[config.mk]
export PLATFORM = sky130hd
export DESIGN_NAME = utf8_to_ucs2_decoder_core
export DESIGN_NICKNAME = d
export VERILOG_FILES = /design/src/rtl/u8u2_pkg.sv /design/src/rtl/utf8_to_ucs2_decoder_core.sv
export VERILOG_INCLUDE_DIRS = /design/src /design/src/rtl
export SDC_FILE = /design/constraint.sdc
export NUM_CORES = 1
export LEC_CHECK = 0
export BUFFER_PORTS_ARGS = -buffer_cell sky130_fd_sc_hd__clkbuf_2
export CELL_PAD_IN_SITES_DETAIL_PLACEMENT = 0
export CELL_PAD_IN_SITES_GLOBAL_PLACEMENT = 2
export CORE_MARGIN = 2
export CORE_UTILIZATION = 36
export CTS_BUF_LIST = sky130_fd_sc_hd__clkbuf_4 sky130_fd_sc_hd__clkbuf_8
export CTS_CLUSTER_SIZE = 40
export DETAILED_ROUTE_END_ITERATION = 10
export PLACE_DENSITY = 0.85
export SLEW_MARGIN = 15
export SYNTH_ARGS = -nofsm -noshare
export SYNTH_HDL_FRONTEND = slang
export SYNTH_SLANG_ARGS = --single-unit
export TNS_END_PERCENT = 100
[constraint.sdc]
create_clock -name clk -period 5.9 [get_ports clk]
set_input_delay 1.77 -clock clk [delete_from_list [all_inputs] [get_ports clk]]
set_output_delay 1.77 -clock clk [all_outputs]
set_load 0.005 [all_outputs]
[src/rtl/utf8_to_ucs2_decoder_core_macros.svh]
// assertion helpers for the decoder
`ifndef UTF8_TO_UCS2_DECODER_CORE_MACROS_SVH
`define UTF8_TO_UCS2_DECODER_CORE_MACROS_SVH

// same-cycle implication, checked out of reset
`define U8U2_ASSERT_NOW(label, ante, cons, msg) \
  label: assert property (@(posedge clk) disable iff (rst) (ante) |-> (cons)) \
    else $error(msg);

// next-cycle implication, checked out of reset
`define U8U2_ASSERT_NEXT(label, ante, cons, msg) \
  label: assert property (@(posedge clk) disable iff (rst) (ante) |=> (cons)) \
    else $error(msg);

`endif

[src/rtl/u8u2_pkg.sv]
package u8u2_pkg;

  localparam int unsigned UNIT_W    = 16;
  localparam int unsigned QDEPTH    = 4;
  localparam int unsigned QPTR_W    = $clog2(QDEPTH);
  localparam int unsigned QCNT_W    = $clog2(QDEPTH + 1);

  localparam logic [15:0] MAX_CHARS_RST = 16'd256;

  localparam logic [7:0] CONT_MASK  = 8'b1100_0000;
  localparam logic [7:0] CONT_CODE  = 8'b1000_0000;
  localparam logic [7:0] LEAD2_MASK = 8'b1110_0000;
  localparam logic [7:0] LEAD2_CODE = 8'b1100_0000;
  localparam logic [7:0] LEAD3_MASK = 8'b1111_0000;
  localparam logic [7:0] LEAD3_CODE = 8'b1110_0000;
  localparam logic [7:0] CONT_BITS  = 8'b0011_1111;
  localparam logic [7:0] LEAD2_BITS = 8'b0001_1111;
  localparam logic [7:0] LEAD3_BITS = 8'b0000_1111;

  localparam logic [2:0] REG_MAX_CHARS = 3'd0;

  typedef struct packed {
    logic [UNIT_W-1:0] unit;
    logic              last;
  } result_t;

  typedef struct packed {
    logic [1:0]        pending;
    logic [UNIT_W-1:0] partial;
    logic [15:0]       units;
    logic              skipping;
  } dec_state_t;

endpackage

[src/rtl/utf8_to_ucs2_decoder_core.sv]
// UTF-8 to 16-bit code unit decoder, Basic Multilingual Plane only. One byte enters per beat on
// the s_ side; each complete one-, two- or three-byte sequence leaves as one 16-bit unit on the
// m_ side. A zero byte ends the string with a zero unit marked by m_tlast. Once max_chars units
// of a string have gone out, a zero unit with m_tlast follows straight away and the bytes up to
// the next zero byte are dropped. Four-byte leads and stray continuation bytes are dropped, and
// a non-zero byte that is not a continuation inside a sequence is swallowed together with that
// sequence. A byte is registered at the input and decoded from that register into a four-entry
// result queue; the block takes one byte per clock as long as the consumer takes one unit per
// clock. The input stalls only when the result queue holds more than two units, which needs
// m_tready low for a while; the extra unit of a forced termination does not stall a consumer
// that takes one unit per clock.
// max_chars lies at byte address 0 of the APB port and should be written while the block is idle.
module utf8_to_ucs2_decoder_core (
  input  logic        clk,
  input  logic        rst,
  input  logic        s_tvalid,
  output logic        s_tready,
  input  logic [7:0]  s_tdata,   // [7:0] in_byte
  output logic        m_tvalid,
  input  logic        m_tready,
  output logic [15:0] m_tdata,   // [15:0] code_unit
  output logic        m_tlast,   // is_last
  input  logic        psel,
  input  logic        penable,
  input  logic        pwrite,
  input  logic [2:0]  paddr,
  input  logic [31:0] pwdata,
  output logic [31:0] prdata,
  output logic        pready
);
  import u8u2_pkg::*;

`include "utf8_to_ucs2_decoder_core_macros.svh"

  logic [15:0]       max_chars;
  logic              in_vld;
  logic [7:0]        in_byte;
  dec_state_t        st;
  dec_state_t        st_next;
  result_t           q [QDEPTH];
  logic [QPTR_W-1:0] head;
  logic [QPTR_W-1:0] tail;
  logic [QCNT_W-1:0] cnt;

  logic              proceed;
  logic              pop;
  logic [1:0]        n_res;
  result_t           res0;
  result_t           res1;
  logic [UNIT_W-1:0] cont_val;
  logic [15:0]       units_inc;
  logic              is_cont;

  // config port
  assign pready = 1'b1;
  assign prdata = (paddr == REG_MAX_CHARS) ? {16'd0, max_chars} : 32'd0;

  always_ff @(posedge clk) begin
    if (rst) begin
      max_chars <= MAX_CHARS_RST;
    end else if (psel && penable && pwrite && pready && paddr == REG_MAX_CHARS) begin
      max_chars <= pwdata[15:0];
    end
  end

  // input register
  assign proceed  = in_vld && (cnt <= QCNT_W'(QDEPTH - 2));
  assign s_tready = !in_vld || proceed;

  always_ff @(posedge clk) begin
    if (rst) begin
      in_vld <= 1'b0;
    end else if (s_tvalid && s_tready) begin
      in_vld <= 1'b1;
    end else if (proceed) begin
      in_vld <= 1'b0;
    end
  end

  always_ff @(posedge clk) begin
    if (s_tvalid && s_tready) begin
      in_byte <= s_tdata;
    end
  end

  // decode
  assign is_cont   = (in_byte & CONT_MASK) == CONT_CODE;
  assign cont_val  = st.partial | {10'd0, in_byte[5:0]};
  assign units_inc = st.units + 16'd1;

  always_comb begin
    st_next = st;
    n_res   = 2'd0;
    res0    = '{unit: '0, last: 1'b0};
    res1    = '{unit: '0, last: 1'b1};
    if (st.skipping) begin
      if (in_byte == 8'd0) begin
        st_next = '0;
      end
    end else if (in_byte == 8'd0) begin
      st_next.pending = 2'd0;
      st_next.partial = '0;
      st_next.units   = '0;
      n_res           = 2'd1;
      res0            = '{unit: '0, last: 1'b1};
    end else if (st.pending != 2'd0) begin
      if (is_cont) begin
        if (st.pending == 2'd2) begin
          st_next.partial = st.partial | {4'd0, in_byte[5:0], 6'd0};
          st_next.pending = 2'd1;
        end else begin
          st_next.partial = cont_val;
          st_next.pending = 2'd0;
          n_res           = 2'd1;
          res0            = '{unit: cont_val, last: 1'b0};
        end
      end else begin
        st_next.pending = 2'd0;
        st_next.partial = '0;
      end
    end else if (in_byte[7] == 1'b0) begin
      n_res = 2'd1;
      res0  = '{unit: {8'd0, in_byte}, last: 1'b0};
    end else if ((in_byte & LEAD2_MASK) == LEAD2_CODE) begin
      st_next.partial = {5'd0, in_byte[4:0], 6'd0};
      st_next.pending = 2'd1;
    end else if ((in_byte & LEAD3_MASK) == LEAD3_CODE) begin
      st_next.partial = {in_byte[3:0], 12'd0};
      st_next.pending = 2'd2;
    end

    // unit count and forced termination
    if (n_res == 2'd1 && !res0.last) begin
      st_next.units = units_inc;
      if (units_inc >= max_chars) begin
        n_res            = 2'd2;
        st_next.pending  = 2'd0;
        st_next.partial  = '0;
        st_next.units    = '0;
        st_next.skipping = 1'b1;
      end
    end
  end

  always_ff @(posedge clk) begin
    if (rst) begin
      st <= '0;
    end else if (proceed) begin
      st <= st_next;
    end
  end

  // result queue
  assign pop      = m_tvalid && m_tready;
  assign m_tvalid = cnt != '0;
  assign m_tdata  = q[head].unit;
  assign m_tlast  = q[head].last;

  always_ff @(posedge clk) begin
    if (proceed && n_res != 2'd0) begin
      q[tail] <= res0;
      if (n_res == 2'd2) begin
        q[tail + QPTR_W'(1)] <= res1;
      end
    end
  end

  always_ff @(posedge clk) begin
    if (rst) begin
      head <= '0;
      tail <= '0;
      cnt  <= '0;
    end else begin
      if (pop) begin
        head <= head + QPTR_W'(1);
      end
      if (proceed) begin
        tail <= tail + QPTR_W'(n_res);
      end
      cnt <= cnt + (proceed ? QCNT_W'(n_res) : '0) - (pop ? QCNT_W'(1) : '0);
    end
  end

  `U8U2_ASSERT_NOW(a_cnt_bound, 1'b1, cnt <= QCNT_W'(QDEPTH), "result queue overflow")
  `U8U2_ASSERT_NOW(a_last_zero, m_tvalid && m_tlast, m_tdata == 16'd0, "terminator not zero")
  `U8U2_ASSERT_NOW(a_skip_idle, st.skipping, st.pending == 2'd0 && st.units == 16'd0,
                   "sequence left open while skipping")
  `U8U2_ASSERT_NOW(a_pend_range, 1'b1, st.pending != 2'd3, "bad pending count")
  `U8U2_ASSERT_NEXT(a_force_end, proceed && n_res == 2'd2, st.skipping,
                    "forced termination without skip")

endmodule

==> results of run 1 <==
power by group through the flow:
stage | sequential (mW) | combinational, mW | clock [mW]
after floorplan | 1.07 | 0.352 | 0
after global placement | 1.14 | 0.394 | 0
after detailed placement | 1.14 | 0.402 | 0
after CTS | 1.12 | 0.402 | 0.828
after global routing | 1.14 | 0.445 | 0.866
final | 1.12 | 0.397 | 0.806
logic make-up after synthesis:
logic type / count (synthesis) / synth area share (%)
simple gates: 348 / 24.4
other cells: 2 / 0.104
flops: 137 / 39.0
mux: 18 / 5.42
xor+xnor: 14 / 1.69
fa+ha+maj: 22 / 3.90
buf+inv: 91 / 6.92
compound gates: 188 / 18.6
final cells by class:
class	instances	area (um^2)	share of cell area, %
clock buffer	17	234	2.91
clock inverter	15	178	2.21
inverter	26	97.6	1.21
multi-input combinational	607	3990	49.6
sequential	137	2820	35.1
tap	265	332	4.12
timing repair buffer	75	393	4.88
sequential cells by signal (all words and copies together) (netlist names), named ones only:
signal,count
q,68
st,35
max_chars,16
in_byte,8
cnt,3
head,2
tail,2
in_vld,1
routing by layer:
| layer | GRT usage (%) | vias to the layer above | share of wire [%] |
|---|---|---|---|
| met4 | 4.17 | 0 | 1.0 |
| met5 | 0 | - | 0 |
| met2 | 28.5 | 138 | 46 |
| li1 | - | 2941 | - |
| met1 | 24.9 | 2857 | 49 |
| met3 | 4.17 | 17 | 4.0 |
worst paths after layout:
kind / startpoint / to
worst max-delay path: st[9]$_SDFFE_PP0P_ / cnt[2]$_SDFF_PP0_
worst min-delay path: q[1][3]$_SDFFE_PP0P_ / q[1][3]$_SDFFE_PP0P_
worst max register to register: st[9]$_SDFFE_PP0P_ / cnt[2]$_SDFF_PP0_
worst min register to register: q[1][3]$_SDFFE_PP0P_ / q[1][3]$_SDFFE_PP0P_
placed cells by master (no fill, tap or decap), types with 8 or more instances in the layout:
cell type  instances
ha_1              21
a22oi_1           14
inv_1             26
o21ai_0           12
xnor2_1            9
mux4_2            17
dfxtp_1          129
a21oi_1           74
and3_1             8
nor2_1            47
edfxtp_1           8
nand3_1           50
nor2b_1            8
clkbuf_2          68
conb_1            17
nand2_1          160
a21oi_2           31
clkbuf_8          17
a32oi_1           11
and2_1            23
worst min-delay path, cell delays in order (launching register included):
cell,delay [ps]
dfxtp_1,320
nand2_1,50
a21oi_1,50
per-stage QoR:
stage	hold WS (ps)	utilization, %	instance area (um^2)
6_report	457	41.1	8040
5_1_grt	473	41.1	8040
4_1_cts	456	41.1	8040
3_5_place_dp	443	39.0	7630
3_3_place_gp	439	39.0	7630
2_1_floorplan	430	-	7300
==> flow_metrics.tcl, run 1 <==
set metrics [dict create \
    nFillCells 2045 \
    area_growth_pct 11.0 \
    setup_violations 0 \
    cts_made_buffers 17 \
    p_leak_nw 3.16 \
    grt_pass1_vias 5659 \
    cp_cell_sequence "and4_1 > nand4_1 > o21a_1 > or2_2 > ha_1 > nand4_1 > or4_4 > a31oi_4 > o311a_1 > inv_1 > ha_1 > inv_1 > fa_1 > xnor2_1 > nor2_1" \
    rsz0062_at_grt "no" \
    die_h_um 146 \
    fmax_mhz 210 \
    ys_top_cells_by_area "dfxtp_1, nand2_1, mux4_2" \
    ys_warn_count 0 \
    synth_cell_types 76 \
    cts_hold_buf 0 \
    hold_viol 0 \
    viasPerCell 5.21 \
    status "complete, no violations" \
    synth_flop_cell "dfxtp_1" \
    drt_iter0_markers 348 \
    antenna_found_initial 0 \
    synth_cells 820 \
    netlist_area_mm2 0.00725 \
    grt-ovfl-total 0 \
    end_kind "flop" \
    cts_tree "built" \
    r2r_cells 15 \
    p_sw_mw 0.759 \
    first_pass_iters 5 \
    dp.final_hpwl_mm 12.4 \
    slowest_delay_ps 590 \
    place_congestion 0.804 \
    hold_path.class "reg -> reg" \
    power_density_mw_per_mm2 289 \
    ant_nets 0 \
    relSlewSlack_pct 33.5 \
    path_delay_family "simple AND/OR/NAND/NOR gates" \
    track_usage_pct 18.0 \
    timing.final.crit_share_pct 80.7 \
    total_power_mw 2.33 \
    start_util_pct 37.0 \
    worstPathMaxFanout 11 \
    rows 51 \
    path_buf_inv 2 \
    p_int_mw 1.57 \
    cp_slowest_cell "or4_4" \
    cts_max_level 4 \
    tightest_slew_ps 996 \
    ir_worst_vdd_uv 140 \
    pin_count 102 \
    grt_max_degree 45 \
    cts_setup_buffers 0 \
    synthTopCellsByCount "nand2_1, dfxtp_1, a21oi_1" \
    fin_cells 1142 \
    crit_required_ps 6240 \
    drc 0 \
    dieWidth_um 146 \
    fp.coreArea_mm2 0.0196 \
    wl_per_cell_um 16.4 \
    insertion_delay_ps 470 \
    critPathLaunchType "flop" \
    synth_top_area_share_pct 35.6 \
    grt_pass1_wl_mm 30.4 \
    cts_resized 0 \
    drive_above_1_share_pct 21.4 \
    p_comb_share_pct 17.1 \
    via_count 5953 \
    critPathKind "reg -> reg" \
    power_frac_seq_pct 48.2 \
    clockBufferDepth 2 \
    fin_crit_ps 4760 \
    switching_share_pct 32.6 \
    diodes 0 \
    skew_ps 17.6 \
    min_delay_path_depth 2 \
    path_clk_slew_ps 100 \
    max-cap-violations 0 \
    synth_area_per_cell_um2 8.84 \
    p_clk_share_pct 34.7 \
    cts.root.buffer_cell "clkbuf_8" \
    report.final.slew_viol_count 0 \
    yosysSeqAreaShare_pct 39.0 \
    synth-edff-count 8 \
    fin_setup_tns_ps 0 \
    nNetsFinal 936 \
    ys_seq_elements 137 \
    setup_ws_ps 1140 \
    die-area_mm2 0.0213 \
    portBuffers 68 \
    dp_slack_ps 1160 \
    arrival_ps 5100 \
    postSynth.asyncResetShare_pct 0 \
    placed_cells 1110 \
    wl_mm 18.8 \
    r2r_setup_slack_ps 1140 \
    cts_num_sinks 137 \
    path_depth 15 \
    yosysMostFrequentCell "nand2_1" \
    synth_top_cell_by_area "dfxtp_1" \
]
Power figures use the tool's default switching activity.
==> run 2: changes to the inputs <==
- clock period: 5.9 -> 4.8 ns (I/O delays scaled with it)
==> run 2 against run 1 <==
Compared with the run above: critical path depth up 2; cell area grew 0.34%; sequential power increased by 20%; via count is 0.47% higher; maximum frequency rose by 8.0%; clock skew fell by 1.0 ps; hold slack worse by 2.7 ps; utilization increased by 0.14 points; global-route usage is 0.46 points lower; critical path type unchanged; largest power group unchanged.
==> flow_metrics.tcl, run 2 (same netlist as run 1, synthesis figures left out) <==
set metrics [dict create \
    status "complete, no violations" \
    critPathLaunchType "flop" \
    setup_ws_ps 390 \
    track_usage_pct 17.5 \
    grt_pass1_wl_mm 29.7 \
    final_common_cell "nand2_1" \
    timing.final.crit_share_pct 91.9 \
    end_kind "flop" \
    cts.root.buffer_cell "clkbuf_8" \
    first_pass_iters 5 \
    critPathKind "reg -> reg" \
    rows 51 \
    hold_viol 0 \
    fmax_mhz 227 \
    dp_slack_ps 371 \
    hp-start "q[3][4]$_SDFFE_PP0P_" \
    fp.coreArea_mm2 0.0196 \
    p_leak_nw 3.18 \
    nNetsFinal 943 \
    power_density_mw_per_mm2 350 \
    via_count 5981 \
    cts_tree "built" \
    grt-ovfl-total 0 \
    tightest_slew_ps 905 \
    worstPathMaxFanout 7 \
    cts_made_buffers 17 \
    seq_area_mm2 0.00282 \
    area_growth_pct 11.4 \
    hold_path.class "reg -> reg" \
    grt_max_degree 45 \
    cp_slowest_cell "or4_4" \
    final_cell_mix "nand2_1, dfxtp_1, a21oi_1" \
    drc 0 \
    crit_required_ps 5130 \
    arrival_ps 4740 \
    regToRegEndpoint "cnt[2]$_SDFF_PP0_" \
    r2r_setup_slack_ps 390 \
    min_delay_path_depth 2 \
    fin_setup_tns_ps 0 \
    fin_cells 1149 \
    cts_hold_buf 0 \
    wl_mm 18.5 \
    path_delay_family "simple AND/OR/NAND/NOR gates" \
    multiInputGateArea_mm2 0.00399 \
    pin_count 102 \
    slowest_delay_ps 590 \
    insertion_delay_ps 470 \
    portBuffers 68 \
    hold-path-endpoint "q[3][4]$_SDFFE_PP0P_" \
    cts_num_sinks 137 \
    rsz0062_at_grt "no" \
    hold_slack_ps 454 \
    ant_nets 0 \
    timing.rr.start "st[3]$_SDFFE_PP0P_" \
    largestRegisters "q x68, st x35, max_chars x16" \
    max-cap-violations 0 \
    drt_iter0_markers 451 \
    design_area_mm2 0.00807 \
    placed_area_mm2 0.00767 \
    nFillCells 2007 \
    path_buf_inv 3 \
    clockBufferDepth 2 \
    dieWidth_um 146 \
    path_clk_slew_ps 90 \
    largest_register "q" \
    cts_max_level 4 \
    postLayoutCoreUtil_pct 41.2 \
    ir_worst_vdd_uv 168 \
    drive_above_1_share_pct 22.1 \
    start_util_pct 37.0 \
    die_h_um 146 \
    placed_cells 1115 \
    viasPerCell 5.21 \
    skew_ps 16.6 \
    dp.final_hpwl_mm 12.2 \
    antenna_found_initial 0 \
    fin_crit_ps 4410 \
    report.final.slew_viol_count 0 \
    cp_cell_sequence "and3_1 > and3_1 > nand3_1 > and2_1 > or2_2 > ha_1 > nand4_1 > or4_4 > a31oi_4 > buf_4 > o311a_1 > inv_1 > ha_1 > inv_1 > fa_1 > xnor2_1 > nor2_1" \
    place_congestion 0.771 \
    largest_register_ffs 68 \
    total_power_mw 2.83 \
    diodes 0 \
    die-area_mm2 0.0213 \
    grt_pass1_vias 5673 \
    wl_per_cell_um 16.1 \
    setup_violations 0 \
    r2r_cells 17 \
    relSlewSlack_pct 39.6 \
]
==> run 2: power by group <==
| part | internal [mW] | switching, mW |
|---|---|---|
| Clock | 0.428 | 0.533 |
| Sequential | 1.25 | 0.0909 |
| Combinational | 0.239 | 0.289 |
| Total | 1.91 | 0.913 |
==> run 2: routing by layer <==
metal | part of all wire (%) | global-route usage (%) | vias to the layer above
li1 | - | - | 2950
met1 | 48 | 24.5 | 2858
met2 | 46 | 27.1 | 158
met3 | 5.0 | 4.04 | 15
met4 | 1.0 | 4.75 | 0
met5 | 0 | 0 | -
==> run 2: how the worst max path moves through the flow <==
stage                       startpoint                   end  depth (start not counted)
detailed placement  st[3]$_SDFFE_PP0P_  tail[1]$_SDFFE_PP0P_                         16
floorplan           st[3]$_SDFFE_PP0P_  tail[1]$_SDFFE_PP0P_                         18
finish              st[3]$_SDFFE_PP0P_     cnt[2]$_SDFF_PP0_                         17
global placement    st[3]$_SDFFE_PP0P_  tail[1]$_SDFFE_PP0P_                         16
CTS                 st[3]$_SDFFE_PP0P_  tail[1]$_SDFFE_PP0P_                         16
global route        st[3]$_SDFFE_PP0P_     cnt[2]$_SDFF_PP0_                         17
==> run 2: layout make-up <==
type	instances	share of cell area, %
clock buffers	17	2.90
clock inverters	15	1.89
inverters	26	1.21
multi-input cells	607	49.4
flip-flops and latches	137	35.0
well taps	265	4.11
repair buffers	82	5.52
==> run 2: worst register-to-register path, cell delays in order, from the launching register on <==
cell and delay (ps):
dfxtp_1 440, and3_1 300, and3_1 290, nand3_1 110, and2_1 190, or2_2 300, ha_1 280, nand4_1 170
or4_4 590, a31oi_4 240, buf_4 180, o311a_1 170, inv_1 60, ha_1 270, inv_1 50, fa_1 430
xnor2_1 160, nor2_1 50
==> run 2: repair_timing <==
| action | 4_1_cts | 5_1_grt |
|---|---|---|
| endpoints found under the setup margin | 0 | 1 |
| resized for setup | 0 | 0 |
| setup buffers | 0 | 2 |
==> run 3: changes to the inputs <==
- CAP_MARGIN: unset -> 20
- PLACE_DENSITY: 0.85 -> unset
- PLACE_DENSITY_LB_ADDON: unset -> 0.1
==> run 3 against run 2 <==
Compared with the run above: worst setup slack lost 54 ps; first-iteration DRC count is 5.3% lower; clock-buffer cell count is 3 higher; non-clock buffer count is 4 lower; flip-flop and latch count unchanged; routed wire length is 6.9% higher; highest routed layer unchanged.
==> flow_metrics.tcl, run 3 (same netlist as run 1, synthesis figures left out) <==
set metrics [dict create \
    nFillCells 2014 \
    wl_mm 19.8 \
    largestRegisters "q x68, st x35, max_chars x16" \
    worstPathMaxFanout 7 \
    first_pass_iters 5 \
    path_clk_slew_ps 90 \
    cts_tree "built" \
    drc 0 \
    rows 51 \
    max-cap-violations 0 \
    fmax_mhz 224 \
    timing.rr.start "st[3]$_SDFFE_PP0P_" \
    track_usage_pct 18.9 \
    critPathKind "reg -> reg" \
    die-area_mm2 0.0213 \
    grt_pass1_wl_mm 31.8 \
    fp.coreArea_mm2 0.0196 \
    skew_ps 14.2 \
    largest_register_ffs 68 \
    design_area_mm2 0.00807 \
    tightest_slew_ps 1050 \
    cts_num_sinks 137 \
    cts_made_buffers 17 \
    critPathLaunchType "flop" \
    cts_max_level 4 \
    timing.final.crit_share_pct 93.0 \
    clockBufferDepth 2 \
    diodes 0 \
    cts_hold_buf 0 \
    multiInputGateArea_mm2 0.00399 \
    insertion_delay_ps 460 \
    viasPerCell 5.24 \
    hold_viol 0 \
    worstSetupEndpoint "tail[1]$_SDFFE_PP0P_" \
    pin_count 102 \
    area_growth_pct 11.4 \
    final_cell_mix "nand2_1, dfxtp_1, a21oi_1" \
    grt_pass1_vias 5799 \
    antenna_found_initial 0 \
    drt_iter0_markers 427 \
    largest_register "q" \
    relSlewSlack_pct 30.0 \
    crit_start "st[3]$_SDFFE_PP0P_" \
    cts_setup_buffers 0 \
    hold_path.class "reg -> reg" \
    regToRegEndpoint "tail[1]$_SDFFE_PP0P_" \
    drive_above_1_share_pct 21.5 \
    nNetsFinal 939 \
    ant_nets 0 \
    rsz0062_at_grt "no" \
    placed_area_mm2 0.00765 \
    dieWidth_um 146 \
    r2r_setup_slack_ps 340 \
    fin_setup_tns_ps 0 \
    wl_per_cell_um 17.3 \
    end_kind "flop" \
    grt-ovfl-total 0 \
    p_leak_nw 3.18 \
    cts.root.buffer_cell "clkbuf_8" \
    setup_violations 0 \
    dp.final_hpwl_mm 13.4 \
    r2r_cells 16 \
    via_count 5995 \
    total_power_mw 2.89 \
    cts_resized 0 \
    die_h_um 146 \
    fin_crit_ps 4460 \
    start_util_pct 37.0 \
    arrival_ps 4850 \
    grt_max_degree 45 \
    crit_required_ps 5190 \
    final_common_cell "nand2_1" \
    ir_worst_vdd_uv 207 \
    seq_area_mm2 0.00282 \
    power_density_mw_per_mm2 358 \
    report.final.slew_viol_count 0 \
    portBuffers 68 \
    status "complete, no violations" \
    place_congestion 0.785 \
]
run 3: changes by cell type in the layout (fill, tap and decap cells not counted), sizes merged:
| cell | delta |
|---|---|
| buf | -4 |
| inv | -7 |
| clkinv | +2 |
| clkbuf | +3 |
| bufinv | +2 |
| clkinvlp | -2 |
run 3: per-stage QoR:
step / worst slack [ps] / hold WS [ps] / util [%] / cells
after floorplan: 513 / 430 / - / 835
after global placement: 435 / 438 / 39.1 / 1113
after detailed placement: 374 / 444 / 39.1 / 1113
after CTS: 313 / 456 / 41.2 / 1143
after global routing: 82.7 / 479 / 41.2 / 1143
final: 336 / 453 / 41.2 / 1143
run 3: worst min-delay path by stage:
stage / endpoint / slack (ps) / cells after the start / from
after global routing: q[0][2]$_SDFFE_PP0P_ / 480 / 2 / q[0][2]$_SDFFE_PP0P_
final: q[2][13]$_SDFFE_PP0P_ / 450 / 2 / q[2][13]$_SDFFE_PP0P_
after detailed placement: q[3][5]$_SDFFE_PP0P_ / 440 / 2 / q[3][5]$_SDFFE_PP0P_
after CTS: q[3][5]$_SDFFE_PP0P_ / 460 / 2 / q[3][5]$_SDFFE_PP0P_
after global placement: q[0][0]$_SDFFE_PP1P_ / 440 / 1 / q[0][0]$_SDFFE_PP1P_
after floorplan: q[1][0]$_SDFFE_PP1P_ / 430 / 1 / q[1][0]$_SDFFE_PP1P_
run 3: worst max-delay path, stage by stage (launching register included):
cell,delay [ps]
dfxtp_1,440
and3_1,300
and3_1,280
nand3_1,110
and2_1,180
or2_2,320
ha_1,290
nand4_1,150
or4_4,580
a31oi_4,300
nor4_2,80
nor2_1,120
nor2_1,50
ha_1,240
or4_1,510
a2111o_1,370
nand3_1,70
run 3: area by class of cell:
class | count | area share [%]
Clock buffer | 20 | 3.41
Clock inverter | 10 | 1.77
Inverter | 26 | 1.21
Multi-Input combinational cell | 607 | 49.4
Sequential cell | 137 | 35.0
Tap cell | 265 | 4.11
Timing Repair Buffer | 78 | 5.15
run 3: report_power, final:
part,internal (mW),switching (mW),total (mW)
Combinational,0.239,0.266,0.505
Clock,0.553,0.466,1.02
Sequential,1.25,0.121,1.37
Total,2.04,0.853,2.89
run 3: routing by layer:
layer	vias to the layer above	wire [um]	global-route usage (%)
met5	-	0	0
met4	0	307	6.08
met3	26	1160	4.04
met2	199	9210	30.5
met1	2829	9150	25.4
li1	2941	-	-
